`src/rtl/pcd_pkg.sv`:
```
// Package with widths, types and constants of the pillar chain cost solver.
`timescale 1ns / 1ps
`default_nettype none
package pcd_pkg;
  localparam int MaxPillars = 1024;
  localparam int IdxW = $clog2(MaxPillars);
  localparam int CntW = IdxW + 1;
  localparam int HW = 20;
  localparam int RcW = 21;
  localparam int PW = 32;
  localparam int CW = 44;
  localparam int DW = HW + 1;
  localparam int SqW = 2 * HW;

  typedef enum logic [2:0] {
    StLoad,
    StOuter,
    StRead,
    StSquare,
    StSum,
    StWrite,
    StOut
  } state_e;
endpackage
`default_nettype wire

```
`src/rtl/pcd_mac.sv`:
```
// Shared arithmetic unit: registered square of a height difference.
`timescale 1ns / 1ps
`default_nettype none
module pcd_mac
  import pcd_pkg::*;
(
  input  wire logic                 clk_i,
  input  wire logic                 en_i,
  input  wire logic [HW-1:0]        hi_i,
  input  wire logic [HW-1:0]        hj_i,
  output logic      [SqW-1:0]       sq_o
);
  logic signed [DW-1:0] diff;
  logic [HW-1:0] mag;
  logic [SqW-1:0] sq_q;

  assign diff = $signed({1'b0, hi_i}) - $signed({1'b0, hj_i});
  assign mag = diff[DW-1] ? HW'(-diff) : diff[HW-1:0];

  always_ff @(posedge clk_i) begin
    if (en_i) begin
      sq_q <= mag * mag;
    end
  end

  assign sq_o = sq_q;
endmodule
`default_nettype wire

```
`config.mk`:
```
export PLATFORM = sky130hd
export DESIGN_NAME = pcd_mac
export DESIGN_NICKNAME = d
export VERILOG_FILES = /design/src/rtl/pcd_pkg.sv /design/src/rtl/pcd_mac.sv
export SDC_FILE = /design/constraint.sdc
export NUM_CORES = 1
export LEC_CHECK = 0
export ABC_AREA = 1
export BUFFER_PORTS_ARGS = -buffer_cell sky130_fd_sc_hd__buf_4
export CORE_AREA = 2 2 144 181
export DETAILED_ROUTE_END_ITERATION = 10
export DIE_AREA = 0 0 146 183
export PLACE_DENSITY = 0.78
export SETUP_SLACK_MARGIN = 0.02
export SLEW_MARGIN = 20
export SYNTH_ARGS = -nofsm -noshare
export SYNTH_HDL_FRONTEND = slang
export SYNTH_SLANG_ARGS = --single-unit
```
`constraint.sdc`:
```
create_clock -name clk_i -period 10.2 [get_ports clk_i]
set_input_delay 1.02 -clock clk_i [delete_from_list [all_inputs] [get_ports clk_i]]
set_output_delay 1.02 -clock clk_i [all_outputs]
set_load 0.01 [all_outputs]
```
==> reports/results.ini <==
[yosys]
yosysWarnings=0
async_flop_share_pct=0
synth_most_common_cell=inv_1
synth_edf_count=39
synthAdderAreaFrac_pct=52.2
netlist_top_cells_area=fa_1 (38%), ha_1 (14%), inv_1 (12%), nand2_1 (8.0%), edfxtp_1 (7.9%)
synth_compound_area_share_pct=5.17
synth_xor_area_share_pct=3.33
synth_mux_area_share_pct=0
synth_top_area_share_pct=38.2
ys.flop_type=edfxtp_1
yosysSeqAreaShare_pct=7.93
syn_area_um2=14800
yosys.area_share.simple_pct=17.7
ys_ff_latch=39
synth_top_cell_by_area=fa_1
yosysUniqueCellTypes=46
synth_top_family_by_area=adder cells
synth_nets=2313
syn_inst=1824
synth_area_per_cell_um2=8.10
synth_common_cells=inv_1 (491), nand2_1 (316), fa_1 (282)

[timing]
rsz0062_at_grt=false
hold_viol_final=0
maxSlewHeadroom_pct=57.3
setup_ws_ns=0.653
fin_setup_tns_ns=0
drv_slew=0
tightest_slew_ns=0.638
min_period_ns=9.55
fin_crit_sh_pct=93.6
setup_violations=0
timing.fmax_ghz=0.105

[finish]
seqCellArea_um2=1170
largest_reg_flops=39
n_fill_cell=2227
nets=2391
multi_input_area_um2=11600
drive_above_1_share_pct=7.67
antennaDiodeCount=0
area_delta_synth_final_pct=7.95
fin_cells=2238

[floorplanning]
start_util_pct=59.0
chipHeight_um=183
dieWidth_um=146
rows=65
ios=82
dieArea_um2=26700
core_area_um2=25000

[setup_path]
cp_data_arrival_time_ns=9.57
crit_fanout=6
crit_top_cell=inv_1
worstPathRequired_ns=10.23
max_stage_delay_ns=0.55
slowest_stage=fa_1
critPathKind=input port to register
crit_path_end_kind=register
crit_start=hi_i[0]
crit_path_start_kind=input port

[placement]
routabilityCongestion=0.989
post-place-ws_ns=0.377
hpwlAfterDp_um=31800
port_buffers=80
dp_cells=2230

[worst_hold_path]
whs_path_depth=1
hold_end=sq_o[11]
min_path_type=input port to register
hp-start=en_i

[clock_tree]
cts-htree-levels=2
clk_pin_slew_ns=0.05
cts_buffer_depth=2
clockRootBuffer=clkbuf_16
cts_tree=built
cts_num_sinks=39
postCtsSetupBuffers=0
holdBufCountCts=0
ctsResizeCount=0
cts_buffers=5

[detailed_routing]
drcViolationCount=0
wl_um=36300
dr.pass1.iters=7
drt_iter0_drc=602
num_vias=12000
avgRoutedWirePerCell_um=16.2
viasPerCell=5.34
drtAntennaViolNets=0

[status]
status=finished, final reports clean

[global_routing]
antenna_found_initial=0
grt_overflow=0
grt_max_degree=40
grt_pass1_vias=12900
grtUsageTotal_pct=28.3
grt_first_pass_wirelength_um=60800

[flow_run]
cap_violations=0

-- worst max-delay path by stage --
stage	cells past startpoint	endpoint	slack [ns]
finish	43	sq_o[36]	0.65
global route	43	sq_o[39]	0.03
CTS	43	sq_o[36]	0.68
detailed placement	43	sq_o[36]	0.38
global placement	43	sq_o[36]	0.69
floorplan	42	sq_o[36]	1.36
-- routing by layer --
layer / global-route usage, % / wire, um / up-vias
met4: 14.3 / 2020 / 0
met3: 3.03 / 2170 / 142
met1: 32.8 / 13600 / 5749
met5: 0 / 0 / -
met2: 52.1 / 18500 / 465
li1: - / - / 5600
-- layout by cell type (no fill, tap or decap), types with 6 or more instances in the layout --
master    instances
xnor2_1          12
inv_1           491
nand3b_1          6
nand4_1          11
a31oi_1           6
nand2_1         316
nand2_2          15
nand3_1          54
nor2_1          192
buf_4            99
a21oi_1          70
xor2_1           36
o21ai_0          35
fa_1            282
edfxtp_1         39
nor3_1           13
ha_1            165
-- cells by family (layout without fill, tap and decap cells) --
kind of cell | after synthesis | in the layout
AO/OA/AOI/OAI | 136 | 136
AND/OR/NAND/NOR | 624 | 624
XOR/XNOR | 51 | 51
buffers and inverters | 526 | 605
other | 1 | 1
adder cells (fa/ha/maj) | 447 | 447
flip-flops | 39 | 39
-- metrics by stage --
stage | util, % | hold slack [ns] | instance area, um^2
6_report | 63.7 | 1.22 | 15900
5_1_grt | 63.7 | 1.25 | 15900
4_1_cts | 63.7 | 1.22 | 15900
3_5_place_dp | 63.0 | 1.43 | 15800
3_3_place_gp | 63.0 | 1.43 | 15800
2_1_floorplan | - | 1.13 | 14800
-- worst max-delay path: cells and delay by family --
kind / cells / cell delay, ns
fa+ha+maj: 11 / 4.66
simple gates: 13 / 1.49
compound gates: 7 / 1.22
buf+inv: 11 / 0.97
xor+xnor: 1 / 0.15
-- cell type report --
type / count / area share (%)
inverters: 498 / 11.7
clock buffers: 5 / 0.785
flip-flops and latches: 39 / 7.34
well taps: 335 / 2.63
clock inverters: 3 / 0.243
repair buffers: 99 / 4.66
multi-input cells: 1259 / 72.6
Power is left out: the tool's default activity adds up to more than one toggle a clock period on the data nets, which glitch-free logic cannot reach.
